[config.mk]
export PLATFORM = sky130hd
export DESIGN_NAME = countdown_timer_slot_bank_core
export DESIGN_NICKNAME = d
export VERILOG_FILES = /design/src/hw/rtl/ctsb_pkg.sv /design/src/hw/rtl/countdown_timer_slot_bank_core.sv /design/src/hw/rtl/ctsb_cell.sv
export SDC_FILE = /design/constraint.sdc
export NUM_CORES = 1
export LEC_CHECK = 0
export BUFFER_PORTS_ARGS = -buffer_cell sky130_fd_sc_hd__buf_2
export CORE_AREA = 2 2 141 171
export CTS_BUF_LIST = sky130_fd_sc_hd__clkbuf_2 sky130_fd_sc_hd__clkbuf_4 sky130_fd_sc_hd__clkbuf_8
export DETAILED_ROUTE_END_ITERATION = 10
export DIE_AREA = 0 0 143 173
export SLEW_MARGIN = 20
export SYNTH_ARGS = -nofsm -noshare
export SYNTH_HDL_FRONTEND = slang
export SYNTH_SLANG_ARGS = --single-unit
[constraint.sdc]
create_clock -name clk -period 7.2 [get_ports clk]
set_input_delay 0.36 -clock clk [delete_from_list [all_inputs] [get_ports clk]]
set_output_delay 0.36 -clock clk [all_outputs]
set_load 0.005 [all_outputs]
[src/hw/rtl/ctsb_pkg.sv]
// ----------------------------------------------------------------------------
// ctsb_pkg - countdown timer slot bank shared definitions
// Transfer types, result kinds, command codes and defaults for the slot bank.
// ----------------------------------------------------------------------------
package ctsb_pkg;

	localparam int NUM_SLOTS_DEF = 8;
	localparam int MAX_EXPIRY    = 8;   // expiry results reported per tick
	localparam int EXP_CNT_W     = 4;   // holds 0..MAX_EXPIRY
	localparam int COUNT_W       = 16;
	localparam int TIME_W        = 32;
	localparam int SLOT_FIELD_W  = 3;

	localparam logic CMD_REQUEST = 1'b0;
	localparam logic CMD_TICK    = 1'b1;

	localparam logic [1:0] KIND_GRANTED = 2'd0;
	localparam logic [1:0] KIND_FULL    = 2'd1;
	localparam logic [1:0] KIND_EXPIRED = 2'd2;
	localparam logic [1:0] KIND_IDLE    = 2'd3;

	typedef struct packed {
		logic               command;
		logic [COUNT_W-1:0] ticks;
	} item_t;

	typedef struct packed {
		logic [1:0]              kind;
		logic [SLOT_FIELD_W-1:0] slot;
		logic [TIME_W-1:0]       time_now;
		logic                    last;
	} result_t;

	typedef struct packed {
		logic               busy;
		logic [COUNT_W-1:0] count;
	} slot_t;

endpackage

[src/hw/rtl/countdown_timer_slot_bank_core.sv]
// ----------------------------------------------------------------------------
// countdown_timer_slot_bank_core - bank of one-shot countdown timers
// Slots live in a ring of cells that rotates past a single head update stage.
// ----------------------------------------------------------------------------
// Usage:
//   item channel   : item_valid / item_stall / item. command 0 claims the
//                    lowest free slot for item.ticks ticks (zero loads one);
//                    command 1 advances system time and counts down all slots.
//   result channel : result_valid / result_stall / result. A request gives one
//                    result (granted or full); a tick gives one result per
//                    expired slot in ascending order, up to MAX_EXPIRY, or one no-expiry result.
//                    result.last marks the final result of an item.
// Timing:
//   The ring rotates once per item, with one slot updated at the head each
//   cycle unless held. An item goes from idle through the rotation to a
//   done state that loads its last result; a stalled receiver holds the
//   rotation whenever an expiry result cannot be moved into the output
//   register. item_stall stays high for the whole of an item's processing.
// Reset:
//   arst_n clears system time, all busy flags and the output valid flag.
// ----------------------------------------------------------------------------
module countdown_timer_slot_bank_core #(
	parameter int NUM_SLOTS = ctsb_pkg::NUM_SLOTS_DEF
) (
	input  logic              clk,
	input  logic              arst_n,
	input  logic              item_valid,
	output logic              item_stall,
	input  ctsb_pkg::item_t   item,
	output logic              result_valid,
	input  logic              result_stall,
	output ctsb_pkg::result_t result
);
	import ctsb_pkg::*;

	localparam int SW = (NUM_SLOTS > 1) ? $clog2(NUM_SLOTS) : 1;

	typedef enum logic [2:0] {
		ST_IDLE = 3'b001,
		ST_RUN  = 3'b010,
		ST_DONE = 3'b100
	} state_t;

	state_t                  state_q;
	logic [SW-1:0]           step_q;
	logic                    cmd_q;
	logic [COUNT_W-1:0]      load_q;
	logic [TIME_W-1:0]       time_q;
	logic                    granted_q;
	logic [SLOT_FIELD_W-1:0] grant_slot_q;
	logic                    pend_valid_q;
	logic [SLOT_FIELD_W-1:0] pend_slot_q;
	logic [EXP_CNT_W-1:0]    n_q;
	logic                    out_valid_q;
	result_t                 out_q;

	slot_t chain [NUM_SLOTS];
	slot_t head;
	slot_t head_next;
	logic  shift;
	logic  out_free;
	logic  out_load;
	logic  expire;
	logic  report;
	logic  need_push;
	logic  grab;
	logic  step_end;
	logic [SW+SLOT_FIELD_W-1:0] step_wide;
	logic [SLOT_FIELD_W-1:0]    slot_lo;

	// ring of cells: each takes its upper neighbour, the top takes the head update
	for (genvar i = 0; i < NUM_SLOTS; i++) begin : g_cell
		slot_t d;
		if (i == NUM_SLOTS - 1) begin : g_top
			assign d = head_next;
		end else begin : g_mid
			assign d = chain[i+1];
		end
		ctsb_cell u_cell (
			.clk   (clk),
			.arst_n(arst_n),
			.shift (shift),
			.d     (d),
			.q     (chain[i])
		);
	end

	assign head      = chain[0];
	assign out_free  = !out_valid_q || !result_stall;
	assign out_load  = (shift && need_push) || (state_q == ST_DONE && out_free);
	assign step_wide = {{SLOT_FIELD_W{1'b0}}, step_q};
	assign slot_lo   = step_wide[SLOT_FIELD_W-1:0];
	assign step_end  = (step_q == SW'(NUM_SLOTS - 1));

	always_comb begin
		head_next = head;
		expire    = 1'b0;
		report    = 1'b0;
		need_push = 1'b0;
		grab      = 1'b0;
		shift     = 1'b0;
		if (state_q == ST_RUN) begin
			if (cmd_q == CMD_REQUEST) begin
				grab = !head.busy && !granted_q;
				if (grab) begin
					head_next.busy  = 1'b1;
					head_next.count = load_q;
				end
				shift = 1'b1;
			end else begin
				// a busy slot never holds zero, so one means it runs out now
				expire    = head.busy && (head.count == COUNT_W'(1));
				report    = expire && (n_q < EXP_CNT_W'(MAX_EXPIRY));
				need_push = report && pend_valid_q;
				if (head.busy) begin
					head_next.count = head.count - COUNT_W'(1);
				end
				if (expire) begin
					head_next.busy = 1'b0;
				end
				shift = !need_push || out_free;
			end
		end
	end

	always_ff @(posedge clk or negedge arst_n) begin
		if (!arst_n) begin
			state_q      <= ST_IDLE;
			step_q       <= '0;
			time_q       <= '0;
			granted_q    <= 1'b0;
			pend_valid_q <= 1'b0;
			n_q          <= '0;
			out_valid_q  <= 1'b0;
		end else begin
			if (out_load || !result_stall) begin
				out_valid_q <= out_load;
			end
			case (state_q)
				ST_IDLE: begin
					if (item_valid) begin
						if (item.command == CMD_TICK) begin
							time_q <= time_q + TIME_W'(1);
						end
						granted_q    <= 1'b0;
						pend_valid_q <= 1'b0;
						n_q          <= '0;
						step_q       <= '0;
						state_q      <= ST_RUN;
					end
				end
				ST_RUN: begin
					if (shift) begin
						if (grab) begin
							granted_q <= 1'b1;
						end
						if (report) begin
							pend_valid_q <= 1'b1;
							n_q          <= n_q + EXP_CNT_W'(1);
						end
						if (step_end) begin
							step_q  <= '0;
							state_q <= ST_DONE;
						end else begin
							step_q <= step_q + SW'(1);
						end
					end
				end
				ST_DONE: begin
					if (out_free) begin
						pend_valid_q <= 1'b0;
						state_q      <= ST_IDLE;
					end
				end
				default: begin
					state_q <= ST_IDLE;
				end
			endcase
		end
	end

	// payload side: no reset
	always_ff @(posedge clk) begin
		if (state_q == ST_IDLE && item_valid) begin
			cmd_q  <= item.command;
			load_q <= (item.ticks == '0) ? COUNT_W'(1) : item.ticks;
		end
		if (state_q == ST_RUN && shift && grab) begin
			grant_slot_q <= slot_lo;
		end
		if (state_q == ST_RUN && shift && report) begin
			pend_slot_q <= slot_lo;
		end
		if (state_q == ST_RUN && shift && need_push) begin
			out_q.kind     <= KIND_EXPIRED;
			out_q.slot     <= pend_slot_q;
			out_q.time_now <= time_q;
			out_q.last     <= 1'b0;
		end
		if (state_q == ST_DONE && out_free) begin
			out_q.time_now <= time_q;
			out_q.last     <= 1'b1;
			if (cmd_q == CMD_REQUEST) begin
				out_q.kind <= granted_q ? KIND_GRANTED : KIND_FULL;
				out_q.slot <= granted_q ? grant_slot_q : '0;
			end else begin
				out_q.kind <= pend_valid_q ? KIND_EXPIRED : KIND_IDLE;
				out_q.slot <= pend_valid_q ? pend_slot_q : '0;
			end
		end
	end

	assign item_stall   = (state_q != ST_IDLE);
	assign result_valid = out_valid_q;
	assign result       = out_q;

endmodule

[src/hw/rtl/ctsb_cell.sv]
// ----------------------------------------------------------------------------
// ctsb_cell - one timer slot of the rotating ring
// Holds a busy flag and a countdown; takes its neighbour's contents on shift.
// ----------------------------------------------------------------------------
module ctsb_cell (
	input  logic            clk,
	input  logic            arst_n,
	input  logic            shift,
	input  ctsb_pkg::slot_t d,
	output ctsb_pkg::slot_t q
);
	import ctsb_pkg::*;

	slot_t slot_q;

	always_ff @(posedge clk or negedge arst_n) begin
		if (!arst_n) begin
			slot_q <= '0;
		end else if (shift) begin
			slot_q <= d;
		end
	end

	assign q = slot_q;

endmodule
==> summary.md <==
| Metric | Value |
|---|---|
| N_diodes | 0 |
| Crit path kind | flop to flop |
| Die Ht | 173 um |
| Mapped Nets | 1005 |
| Fillers | 2083 |
| VDD IR-drop max | 0.199 mV |
| Top_reg_cell synth | dfrtp_1 |
| CP max FO | 95 |
| Hold-fix buffers, CTS | 9 |
| Yosys warns | 0 |
| Clock buffer count from CTS | 39 |
| Largest area contributor in the netlist | dfrtp_1 |
| Final net count | 1064 |
| Tmin final | 3120 ps |
| Routability cong. | 0.807 |
| Largest net degree at the start of global routing | 102 |
| Die W | 143 um |
| Worst skew pair latency | 550 ps |
| Area Growth Syn to Fin | 13.0% |
| Share of cells above drive strength 1 | 0.169 |
| CTS resizes | 0 |
| Post-DR wirelength/cell | 13.9 um |
| Die area | 24700 um2 |
| Sink Count | 242 |
| Count of flip-flops with a built-in enable after synthesis | 60 |
| Pwr dens | 356 nW/um2 |
| Rows | 61 |
| All-Layer GR Usage | 0.161 |
| DRC Markers | 0 |
| Top-count cell post-synth | nand2_1 |
| Antenna Nets Post-Route | 0 |
| Port Buffers | 60 |
| Post-CTS setup buffers | 0 |
| Ports | 61 |
| Register area share after synthesis | 0.619 |
| Worst slew margin | 0.361 |
| Worst setup EP type | flop |
| Largest cells by area after synthesis | dfrtp_1 44%, edfxtp_1 18%, nand2_1 14% |
| Cells after synthesis | 978 |
| Vias | 6762 |
| Tot Pwr | 4130 uW |
| Hold/Removal Path Class | input port to flop |
| Max-slew violation count | 0 |
| # setup viols final | 0 |
| Fin Setup TNS | 0 ps |
| Global route overflow | 0 |
| First-pass GRT wire length | 32.5 mm |
| H-tree depth | 2 |
| Initial antenna violation count | 0 |
| Max Cap Viol | 0 |
| Initial Util | 0.447 |
| Final cycle utilization of the critical path | 0.433 |
| Synth cell types | 61 |
| Worst EP arrival | 3530 ps |
| CTS tree | yes |
| Min Hold Slack | 29.0 ps |
| Synth async-reset ratio | 0.748 |
| Via/cell ratio | 4.89 |
| Vias in the first global route | 6655 |
| Routed WL | 19.2 mm |
| Skew final | 19.2 ps |
| Startpoint Class | flop |
| Most instantiated cells after synthesis | 381 x nand2_1, 180 x dfrtp_1, 60 x edfxtp_1, 33 x nor2_1, 29 x clkbuf_1 |
| Status | finished clean |
| Register area | 6350 um2 |
| Clk buf depth | 3 |
| Share of the synthesized area in the top cell type | 0.439 |
| Core Area | 23000 um2 |
| CTS Root Cell | clkbuf_8 |
| Cell area after synthesis | 10300 um2 |
| FMAX | 321 MHz |
| Leakage | 0.00534 uW |
| Reg clk slew, reported paths | 60 ps |
| Number of DRC markers in iteration 0 | 332 |
| Worst-margin pin slew | 958 ps |
| HPWL after DPL | 11.7 mm |
| CP Data Required Time | 7620 ps |
| Hold Fails Final Rpt | 0 |
| RSZ-0062 raised after global routing | false |
| Mean post-synth cell area | 10.5 um2 |
| Area of the multi-input gates | 3530 um2 |
| Drt first pass iters | 4 |
| Synth Register Bits | 242 |
[flip-flops by register name, summed over array words and instances, names as in the netlist]
signal / cells
g_cell.u_cell.q: 136
result: 38
time_q: 32
load_q: 16
n_q: 4
grant_slot_q: 3
pend_slot_q: 3
slot_lo: 3
state_q: 3
cmd_q: 1
granted_q: 1
pend_valid_q: 1
result_valid: 1
[through the flow]
stage / worst slack, ps / cell area (um2) / util / cells
detailed placement: 4070 / 10700 / 0.464 / 1300
global placement: 4120 / 10700 / 0.464 / 1300
global route: 3840 / 11600 / 0.505 / 1382
CTS: 4060 / 11600 / 0.504 / 1380
floorplan: 4380 / 10300 / - / 978
finish: 4080 / 11600 / 0.505 / 1382
[per-layer routing]
metal,GRT usage,up-vias,part of all wire
met5,0,-,0
met4,0.0561,0,0.024
met3,0.0321,37,0.032
met2,0.262,106,0.49
met1,0.214,3261,0.46
li1,-,3358,-
[layout by cell type, fill, tap and decap left out, types with 3 or more instances in the layout]
cell type	instances
nor3b_2	3
nor2b_2	24
and3_1	10
nor4_1	5
edfxtp_1	60
mux2i_1	5
o21ai_0	15
xor2_1	6
a211oi_1	4
clkinv_2	5
clkbuf_4	11
nor4_4	5
clkinv_1	3
dfrtp_1	180
o41ai_1	3
o21ai_1	3
nor2_1	33
a21oi_1	12
nor3_1	15
ha_1	6
mux2_2	4
clkbuf_8	49
o31ai_1	4
a22o_1	11
a31oi_1	6
nand4_1	12
nand3_1	27
buf_2	59
dlygate4sd3_1	11
nand2b_1	4
inv_1	6
nor2b_1	10
xnor2_1	27
nand2_1	381
buf_4	7
[critical path, cell delays in order (launching register included)]
cell     delay (ps)
dfrtp_1         460
nor3b_2         530
o31a_2          710
buf_4           860
mux2_2          410
[layout make-up]
class | instances | share of cell area
multi-input cells | 669 | 0.304
repair buffers | 79 | 0.0414
clock buffers | 60 | 0.0653
flip-flops and latches | 242 | 0.548
inverters | 6 | 0.00194
well taps | 315 | 0.0340
clock inverters | 11 | 0.00561
[worst paths after layout]
path / startpoint / end / slack [ps] / cells after the start
setup reg to reg: state_q[2] / g_cell[7].u_cell.q[6] / 4080 / 4
hold reg to reg: g_cell[4].u_cell.q[16] / g_cell[3].u_cell.q[16] / 460 / 2
min in group asynchronous: arst_n / g_cell[4].u_cell.q[6] / 530 / 2
hold / removal: item[13] / load_q[13] / 30 / 1
max in group asynchronous: arst_n / g_cell[0].u_cell.q[8] / 5410 / 3
setup / recovery: state_q[2] / g_cell[7].u_cell.q[6] / 4080 / 4
[cell families after synthesis]
group / count (synthesis) / synth area share
AOI/OAI and AO/OA: 76 / 0.0523
xor gates and xnor gates: 33 / 0.0282
adders and majority gates: 6 / 0.00731
buffers and inverters: 67 / 0.0386
DFF: 242 / 0.619
muxes: 10 / 0.0104
and+or+nand+nor: 544 / 0.245
[where the power goes]
group	switching (uW)	internal, uW	leakage (uW)
clock	537	677	0.000442
combinational	586	332	0.00194
sequential	252	1740	0.00295
total	1370	2750	0.00534
(Power assumes the default switching activity.)
